$ cat src/rtl/zbtr_pkg.sv
`default_nettype none

package zbtr_pkg;

  // Field widths of the request and result channels
  localparam int CoordW   = 12;
  localparam int DepthInW = 16;
  localparam int ColorW   = 32;
  localparam int AddrInW  = 16;
  localparam int CountW   = 17;
  localparam int CfgW     = 9;
  localparam int DepthW   = 32;
  localparam int StatusW  = 2;

  // Internal arithmetic widths
  localparam int DiffW  = CoordW + 1;         // vertex differences
  localparam int AreaW  = 2 * DiffW + 2;      // signed doubled area
  localparam int AbsW   = AreaW - 1;          // area magnitude, edge weights
  localparam int EdgeW  = 32;                 // edge function values
  localparam int ProdW  = DepthInW + AbsW + 1;
  localparam int AccW   = ProdW + 2;          // sum of three weighted depths
  localparam int QuotW  = 24;                 // |depth| <= 2^23
  localparam int RemW   = AccW + 8;
  localparam int WordW  = ColorW + DepthW;    // {colour, depth} store word

  // Defaults and sizes
  localparam int MaxWidthDef   = 256;
  localparam int MaxHeightDef  = 256;
  localparam int JobQueueDepth = 2;
  localparam int FrameResetVal = 256;

  localparam logic [DepthW-1:0] DepthEmpty = 32'h8000_0000;

  // Result status codes
  localparam logic [StatusW-1:0] StDrawn = 2'd0;
  localparam logic [StatusW-1:0] StDegen = 2'd1;
  localparam logic [StatusW-1:0] StRead  = 2'd2;

  // Register index codes
  localparam logic RegFrameWidth  = 1'b0;
  localparam logic RegFrameHeight = 1'b1;

  typedef enum logic [1:0] {
    JOB_READ,
    JOB_DRAW,
    JOB_DEGEN,
    JOB_EMPTY
  } job_kind_e;

  typedef logic signed [CoordW-1:0]   coord_t;
  typedef logic signed [EdgeW-1:0]    edge_t;
  typedef logic signed [DepthInW-1:0] zin_t;

  // Classified request handed from front to back
  typedef struct packed {
    job_kind_e            kind;
    logic [AddrInW-1:0]   addr;
    logic [ColorW-1:0]    color;
    coord_t               x0;
    coord_t               x1;
    coord_t               y0;
    coord_t               y1;
    logic                 neg;
    logic [AbsW-1:0]      aabs;
    edge_t                f0;
    edge_t                f1;
    edge_t                f2;
    edge_t                dx0;
    edge_t                dx1;
    edge_t                dx2;
    edge_t                dy0;
    edge_t                dy1;
    edge_t                dy2;
    zin_t                 z0;
    zin_t                 z1;
    zin_t                 z2;
  } job_t;

endpackage

`default_nettype wire

$ cat src/rtl/zbtr_queue.sv
`default_nettype none

module zbtr_queue import zbtr_pkg::*; #(
  parameter int Depth = JobQueueDepth,
  localparam int PW = (Depth > 1) ? $clog2(Depth) : 1,
  localparam int CW = $clog2(Depth + 1)
) (
  input  wire logic clk_i,
  input  wire logic rst_ni,
  input  wire logic push_i,
  input  wire job_t data_i,
  output logic      full_o,
  input  wire logic pop_i,
  output job_t      data_o,
  output logic      empty_o
);

  job_t            slot_q [Depth];
  logic [PW-1:0]   wr_q, rd_q;
  logic [CW-1:0]   cnt_q;

  assign full_o  = (cnt_q == CW'(Depth));
  assign empty_o = (cnt_q == '0);
  assign data_o  = slot_q[rd_q];

  always_ff @(posedge clk_i) begin
    if (push_i) slot_q[wr_q] <= data_i;
  end

  // Advance pointers and fill count
  always_ff @(posedge clk_i or negedge rst_ni) begin
    if (!rst_ni) begin
      wr_q  <= '0;
      rd_q  <= '0;
      cnt_q <= '0;
    end else begin
      if (push_i) wr_q <= (wr_q == PW'(Depth - 1)) ? '0 : wr_q + PW'(1);
      if (pop_i)  rd_q <= (rd_q == PW'(Depth - 1)) ? '0 : rd_q + PW'(1);
      if (push_i && !pop_i)      cnt_q <= cnt_q + CW'(1);
      else if (pop_i && !push_i) cnt_q <= cnt_q - CW'(1);
    end
  end

`ifndef SYNTHESIS
  a_no_overflow : assert property (@(posedge clk_i) disable iff (!rst_ni)
    (push_i |-> !full_o) and (pop_i |-> !empty_o))
    else $error("job queue overflow or underflow");
`endif

endmodule

`default_nettype wire

$ cat config.mk
export PLATFORM = sky130hd
export DESIGN_NAME = zbtr_queue
export DESIGN_NICKNAME = d
export VERILOG_FILES = /design/src/rtl/zbtr_pkg.sv /design/src/rtl/zbtr_queue.sv
export SDC_FILE = /design/constraint.sdc
export NUM_CORES = 1
export LEC_CHECK = 0
export BUFFER_PORTS_ARGS = -buffer_cell sky130_fd_sc_hd__clkbuf_2
export CORE_AREA = 2 2 367 369
export DETAILED_ROUTE_END_ITERATION = 10
export DIE_AREA = 0 0 369 371
export PLACE_DENSITY = 0.42
export SLEW_MARGIN = 20
export SYNTH_ARGS = -nofsm -noshare
export SYNTH_HDL_FRONTEND = slang
export SYNTH_SLANG_ARGS = --single-unit
$ cat constraint.sdc
create_clock -name clk_i -period 31 [get_ports clk_i]
set_input_delay 1.55 -clock clk_i [delete_from_list [all_inputs] [get_ports clk_i]]
set_output_delay 1.55 -clock clk_i [all_outputs]
set_load 0.005 [all_outputs]
# Yosys cells after proc, flatten, opt, wreduce, memory -nomap -nowiden
# Memory sizes are Yosys's and may differ from the RTL's.
# Index checks and enable logic that the tools add are counted.
# Widths: inputs -> output; s select.
[totals] ff_bits=4 latchBits=0 mem_bits_rw=924 romBits=0 inputBits=466 memories=1
[mem_list] name="slot_q" depth=2 word_bits=462 rd=1 rd_clocked_by_memory_dff=0 wr=1 line="zbtr_queue.sv:18" rtl="job_t slot_q [Depth];"
[op_classes] n_addsub=4 n_mul=0 n_div=0 n_lt_le_gt_ge=0 eq_ne=1 shift=0 muxes=6 n_bitwise=0 reduce_logical=6
[ops] op="$mux 1" count=4
[ops] op="$mux 2" count=2
[ops] op="$add 1x1->1 const B" count=2
[ops] op="$add 2x1->2 const B" count=1
[ops] op="$eq 2x2->1 const B" count=1
[ops] op="$logic_and 1x1->1" count=2
[ops] op="$logic_not 1->1" count=2
[ops] op="$logic_not 2->1" count=1
[ops] op="$reduce_bool 2->1" count=1
[ops] op="$sub 2x1->2 const B" count=1

# Depth between registers and ports, before layout
# Gate-level depths: netlist of the first run.
[depth] ltp_word=4 depth_mapped=5 depth_no_buf=5

# Least setup slack after synthesis of the first run
# Ideal clock, no wire load.
[synth_path] path_type="in2reg" startpoint="input port push_i" endpoint="memory slot_q[0][0] (netlist name), enable pin" setup_ns=1.353 t_arrival_ns=21.365 slack_ns=8.283 path_stages=1 n_path_buf=0 cell_sequence="nor2b_1"
[synth_between] elab_chain_len=2
[synth_lines] element="from (decl)" line="zbtr_queue.sv:10" rtl="input wire logic push_i,"
[synth_lines] element="$mux 1" line="zbtr_queue.sv:27" rtl="if (push_i) slot_q[wr_q] <= data_i;"
[synth_lines] element="$mux 1 (not written as such)" line="zbtr_queue.sv:27"
[synth_lines] element="to (decl)" line="zbtr_queue.sv:18"
# No other way between the ends.

==> impl_metrics.ini, run 1 <==
[outcome]
outcome = finished, final reports clean

[place]
hpwl_reported_at_the_end_of_detailed_placement_um = 68100
place_congestion = 0.858
place_area_um2 = 40400
port_buffers = 929

[logic_synthesis]
synth.cell_area_um2 = 33800
syn_nets = 1921
sequential_share_of_the_synthesized_area_pct = 82.4
synth_cell_types = 14
avgSynthCellArea_um2 = 23.2
netlist_instances = 1454
ys.warnings.count = 0
postSynthRegisterBits = 928

[worst_setup_path]
worstSetupPathType = flip-flop to primary output
timing.critical_path.cells = buf_12 -> buf_4 -> buf_4 -> mux2_2 -> clkbuf_2
worstPathMaxFanout = 134
critical_path.most_common_cell = buf_4
startpoint_type = flip-flop
cell_type_group_with_the_largest_total_delay_on_the_critical_path = buffers and inverters
critical_path_arrival_ns = 4.60
worstPathBufferInverterCount = 4
worst_path_max_delay_cell = buf_4
cp_peak_stage_delay_ns = 0.95
setup.worst_path.end_class = primary output
critPathRequiredTime_ns = 29.45

[hold_path]
hold_path_class = flip-flop to flip-flop

[routing]
avgRoutedWirePerCell_um = 21.9
post_drt_via_cell_ratio = 4.06
drt_pass1_iterations = 4
first_iter_violations = 934
route.final.wire_length_um = 94400
num_vias = 17500
drt_drc_violations_left = 0
ant_nets = 0

[floorplan]
floorplan.initialDensity_pct = 25.4
floorplan.die.height_um = 371
dieArea_um2 = 137000
floorplan.die.width_um = 369
top_level_ports = 930
core-area_um2 = 133000
num_rows = 134

[cts]
cts.hold.buffers_added = 0
worst_skew_pair_later_pin_latency_ns = 0.70
clock_tree.root_cell = clkbuf_16
clock_path_buffers = 3
h_tree_levels = 3
cts.reportedPaths.clkPinSlew_ns = 0.06
cts_resized = 0
tritoncts.num_buffers = 105
clkSinkCount = 928
cts_post_setup_buffers_inserted = 0
cts_tree = built

[sta]
post-route-period-util_pct = 19.8
rsz0062_at_grt = false
final-max-slew-violation-count = 0
timing_worst_slew_pin_value_ns = 1.10
timing.fmax_mhz = 163
hold-worst-slack_ns = 0.511
timing.slew.headroom_pct = 26.8
fin_setup_tns_ns = 0
final.min_clock_period_ns = 6.15
final-setup-viol-count = 0
finClkSkew_ns = 0.0255
final_hold_viol_count = 0

[global_routing]
globalRoute.totalOverflow = 0
grt_antenna_before_repair = 18
wire_length_of_the_first_global_routing_pass_um = 130000
vias_in_the_first_global_route = 19100
groute.usage.overall_pct = 13.2
grt_start_max_net_pins = 156

[layout]
area.growth.synth_to_final_pct = 29.5
core_utilization_of_the_finished_layout_pct = 32.9
design_area_um2 = 43700
fin_nets = 2923
drive_above_1_share_pct = 61.3

[power_and_ir_drop]
power_density_cells_nw_per_um2 = 90.9
cellLeakagePower_nw = 16.4
irDropWorstVdd_mv = 0.0615
total_power_consumption_of_the_routed_design_mw = 3.98

[flow_run]
timing.max_cap.violations = 0
[where the power goes]
| part | switching [mW] | internal, mW |
|---|---|---|
| Combinational | 0.576 | 0.498 |
| Clock | 0.487 | 0.682 |
| Sequential | 0.0653 | 1.67 |
| Total | 1.13 | 2.85 |
[metrics by stage]
| step | setup slack (ns) | instances |
|---|---|---|
| floorplan | 8.28 | 1454 |
| global placement | 24.74 | 4116 |
| detailed placement | 24.61 | 4116 |
| CTS | 24.77 | 4300 |
| global route | 24.54 | 4310 |
| finish | 24.85 | 4313 |
[registers in the layout, summed over array words and instances, names as in the netlist]
| signal | cells |
|---|---|
| cnt_q | 2 |
| slot_q | 924 |
| rd_q | 1 |
| wr_q | 1 |
[cells in the final DEF (no fill, tap or decap), drive strengths merged]
master and count:
nor2b 2, diode 12, buf 18, xor2 4, edfxtp 924, ha 1
clkinvlp 2, mux2 462, dfrtp 4, bufinv 6, inv 5, clkinv 41
nor2 2, clkbuf 1060, xnor2 1, and2 1
[area by class of cell]
| cell class | instances | area, um2 |
|---|---|---|
| clock buffers | 131 | 2780 |
| fillers | 13000 | 89000 |
| repair buffers | 947 | 4840 |
| diodes | 12 | 30.0 |
| flip-flops and latches | 928 | 27900 |
| well taps | 1768 | 2210 |
| inverters | 1 | 3.75 |
| clock inverters | 53 | 472 |
| multi-input cells | 473 | 5560 |
[cell usage after synthesis, drive strengths merged]
library cell    n  area share, %
nor2b           2          0.037
inv             1          0.011
xnor2           1          0.026
dfrtp           4           0.30
buf            52            1.2
and2            1          0.019
edfxtp        924             82
nor2            2          0.022
ha              1          0.037
xor2            4           0.10
mux2          462             16
[metal layers]
layer	vias up	routed length [um]	global-route usage (%)
met5	-	61	0
met3	158	8510	5.65
li1	7867	-	-
met2	641	51700	24.9
met1	8824	31300	12.7
met4	10	2760	4.62
[cell families after synthesis]
group / Yosys count / share of synthesized area, %
xor+xnor: 5 / 0.130
simple gates: 5 / 0.0778
mux: 462 / 16.2
buf+inv: 53 / 1.17
fa+ha+maj: 1 / 0.0370
flops: 928 / 82.4
[worst paths after layout]
path / slack [ns] / to / from / cells after the start
max: 24.85 / data_o[442] / rd_q$_DFFE_PN0P_ / 5
min: 0.51 / cnt_q[1]$_DFFE_PN0P_ / cnt_q[1]$_DFFE_PN0P_ / 1
max reg2reg: 26.48 / slot_q[0][411]$_DFFE_PP_ / wr_q$_DFFE_PN0P_ / 5
min reg2reg: 0.51 / cnt_q[1]$_DFFE_PN0P_ / cnt_q[1]$_DFFE_PN0P_ / 1
max in group asynchronous: 30.16 / rd_q$_DFFE_PN0P_ / rst_ni / 1
min in group asynchronous: 0.68 / wr_q$_DFFE_PN0P_ / rst_ni / 1
Note: power is estimated with default switching activity, not from simulation.
==> inputs of run 2 (changes only) <==
Settings changed: CORE_AREA 2 2 367 369 to 2 2 364 366, DIE_AREA 0 0 369 371 to 0 0 366 368, PLACE_DENSITY 0.42 to 0.44.
Clock period 31 ns to 4.95 ns, I/O delays scaled along.
==> impl_metrics.ini, run 2 (synthesis gave the netlist of run 1 again) <==
[layout]
largest_register_ff_count = 924
registers.top_by_ff_count = slot_q
final_common_cell = clkbuf_2
drive_above_1_share_pct = 51.9
area.growth.synth_to_final_pct = 43.6
largestRegisters = slot_q: 924 flops, cnt_q: 2 flops
fin_nets = 3410
layout_common_cells = clkbuf_2, edfxtp_1, dlygate4sd3_1

[power_and_ir_drop]
power_density_cells_nw_per_um2 = 519
irDropWorstVdd_mv = 0.319
cellLeakagePower_nw = 18.5

[hold_path]
hold_path_class = input port to flip-flop

[routing]
route.final.wire_length_um = 94200
first_iter_violations = 1035
drt_pass1_iterations = 4
num_vias = 19300
drt_drc_violations_left = 0
ant_nets = 0
post_drt_via_cell_ratio = 4.03
avgRoutedWirePerCell_um = 19.7

[worst_setup_path]
startpoint_type = flip-flop
worstSetupPathType = flip-flop to primary output
critical_path_arrival_ns = 2.91
setup.worst_path.end_class = primary output
critPathRequiredTime_ns = 4.70
worstPathMaxFanout = 59

[floorplan]
top_level_ports = 930
floorplan.die.height_um = 368
dieArea_um2 = 135000
num_rows = 133
core-area_um2 = 131000
floorplan.die.width_um = 366
floorplan.initialDensity_pct = 25.8

[cts]
clock_path_buffers = 3
cts_post_setup_buffers_inserted = 0
clkSinkCount = 928
h_tree_levels = 3
clock_tree.root_cell = clkbuf_16
worst_skew_pair_later_pin_latency_ns = 0.69
cts_resized = 0
tritoncts.num_buffers = 102
cts_tree = built
cts.reportedPaths.clkPinSlew_ns = 0.06

[global_routing]
grt_start_max_net_pins = 106
wire_length_of_the_first_global_routing_pass_um = 136000
vias_in_the_first_global_route = 21200
grt_antenna_before_repair = 14
groute.usage.overall_pct = 13.5
globalRoute.totalOverflow = 0

[sta]
finClkSkew_ns = 0.0267
hold-worst-slack_ns = 0.270
final.min_clock_period_ns = 3.16
timing_worst_slew_pin_value_ns = 1.00
rsz0062_at_grt = false
final_hold_viol_count = 0
final-setup-viol-count = 0
final-max-slew-violation-count = 0
timing.fmax_mhz = 316
post-route-period-util_pct = 63.9
timing.slew.headroom_pct = 33.1
final_critical_path_setup_slack_ns = 1.79

[outcome]
outcome = finished, final reports clean

[place]
preCtsSetupSlack_ns = 2.40
port_buffers = 929
hpwl_reported_at_the_end_of_detailed_placement_um = 66800
place_congestion = 0.870

[flow_run]
timing.max_cap.violations = 0
-- run 2: final timing paths --
path | startpoint | end | slack (ns) | cells after the start
max | rd_q$_DFFE_PN0P_ | data_o[278] | 1.79 | 3
min | data_i[182] | slot_q[1][182]$_DFFE_PP_ | 0.27 | 2
max reg2reg | wr_q$_DFFE_PN0P_ | slot_q[0][83]$_DFFE_PP_ | 2.65 | 3
min reg2reg | cnt_q[1]$_DFFE_PN0P_ | cnt_q[1]$_DFFE_PN0P_ | 0.49 | 1
max in group asynchronous | rst_ni | rd_q$_DFFE_PN0P_ | 4.23 | 3
min in group asynchronous | rst_ni | rd_q$_DFFE_PN0P_ | 0.53 | 3
-- run 2: where the power goes --
part	internal, mW	total, mW	switching, mW	leakage, nW
Sequential	10.4	10.8	0.432	8.72
Combinational	3.46	7.13	3.67	8.21
Clock	4.12	7.19	3.07	1.53
Total	18.0	25.2	7.18	18.5
-- run 2: layout make-up --
cell class                      instances  area, um2
Fill cell                           12400      82300
Sequential cell                       928      27900
Timing Repair Buffer                 1437       9730
Multi-Input combinational cell        473       5560
Clock buffer                          132       2670
Tap cell                             1755       2200
Clock inverter                         49        493
Antenna cell                            8       20.0
Inverter                                1       3.75
-- run 2: what timing repair did --
action / CTS / global route
hold buffers: 466 / 0
hold endpoints to repair: 931 / 0
endpoints found under the setup margin: 0 / 0
-- run 2: metrics by stage --
| step | setup TNS (ns) | std cells | util [%] | power, mW | instance area (um2) |
|---|---|---|---|---|---|
| CTS | 0 | 4775 | 37.1 | 25.7 | 48500 |
| detailed placement | 0 | 4128 | 31.1 | 18.0 | 40700 |
| global route | 0 | 4782 | 37.1 | 26.4 | 48500 |
| floorplan | -2002.77 | 1454 | - | 15.1 | 33800 |
| finish | 0 | 4783 | 37.1 | 25.2 | 48500 |
| global placement | 0 | 4128 | 31.1 | 17.9 | 40700 |
-- run 2: worst max-delay path: stages (launching register included) --
cell and delay (ns):
dfrtp_4 1.08, buf_4 0.53, mux2_2 0.43, clkbuf_2 0.12
-- run 2: metal layers --
| layer | wire [um] | vias to the layer above | GRT usage, % |
|---|---|---|---|
| met4 | 3440 | 10 | 5.16 |
| met1 | 34900 | 9594 | 14.6 |
| li1 | - | 8818 | - |
| met3 | 7690 | 183 | 5.19 |
| met5 | 68 | - | 0 |
| met2 | 48200 | 693 | 23.9 |
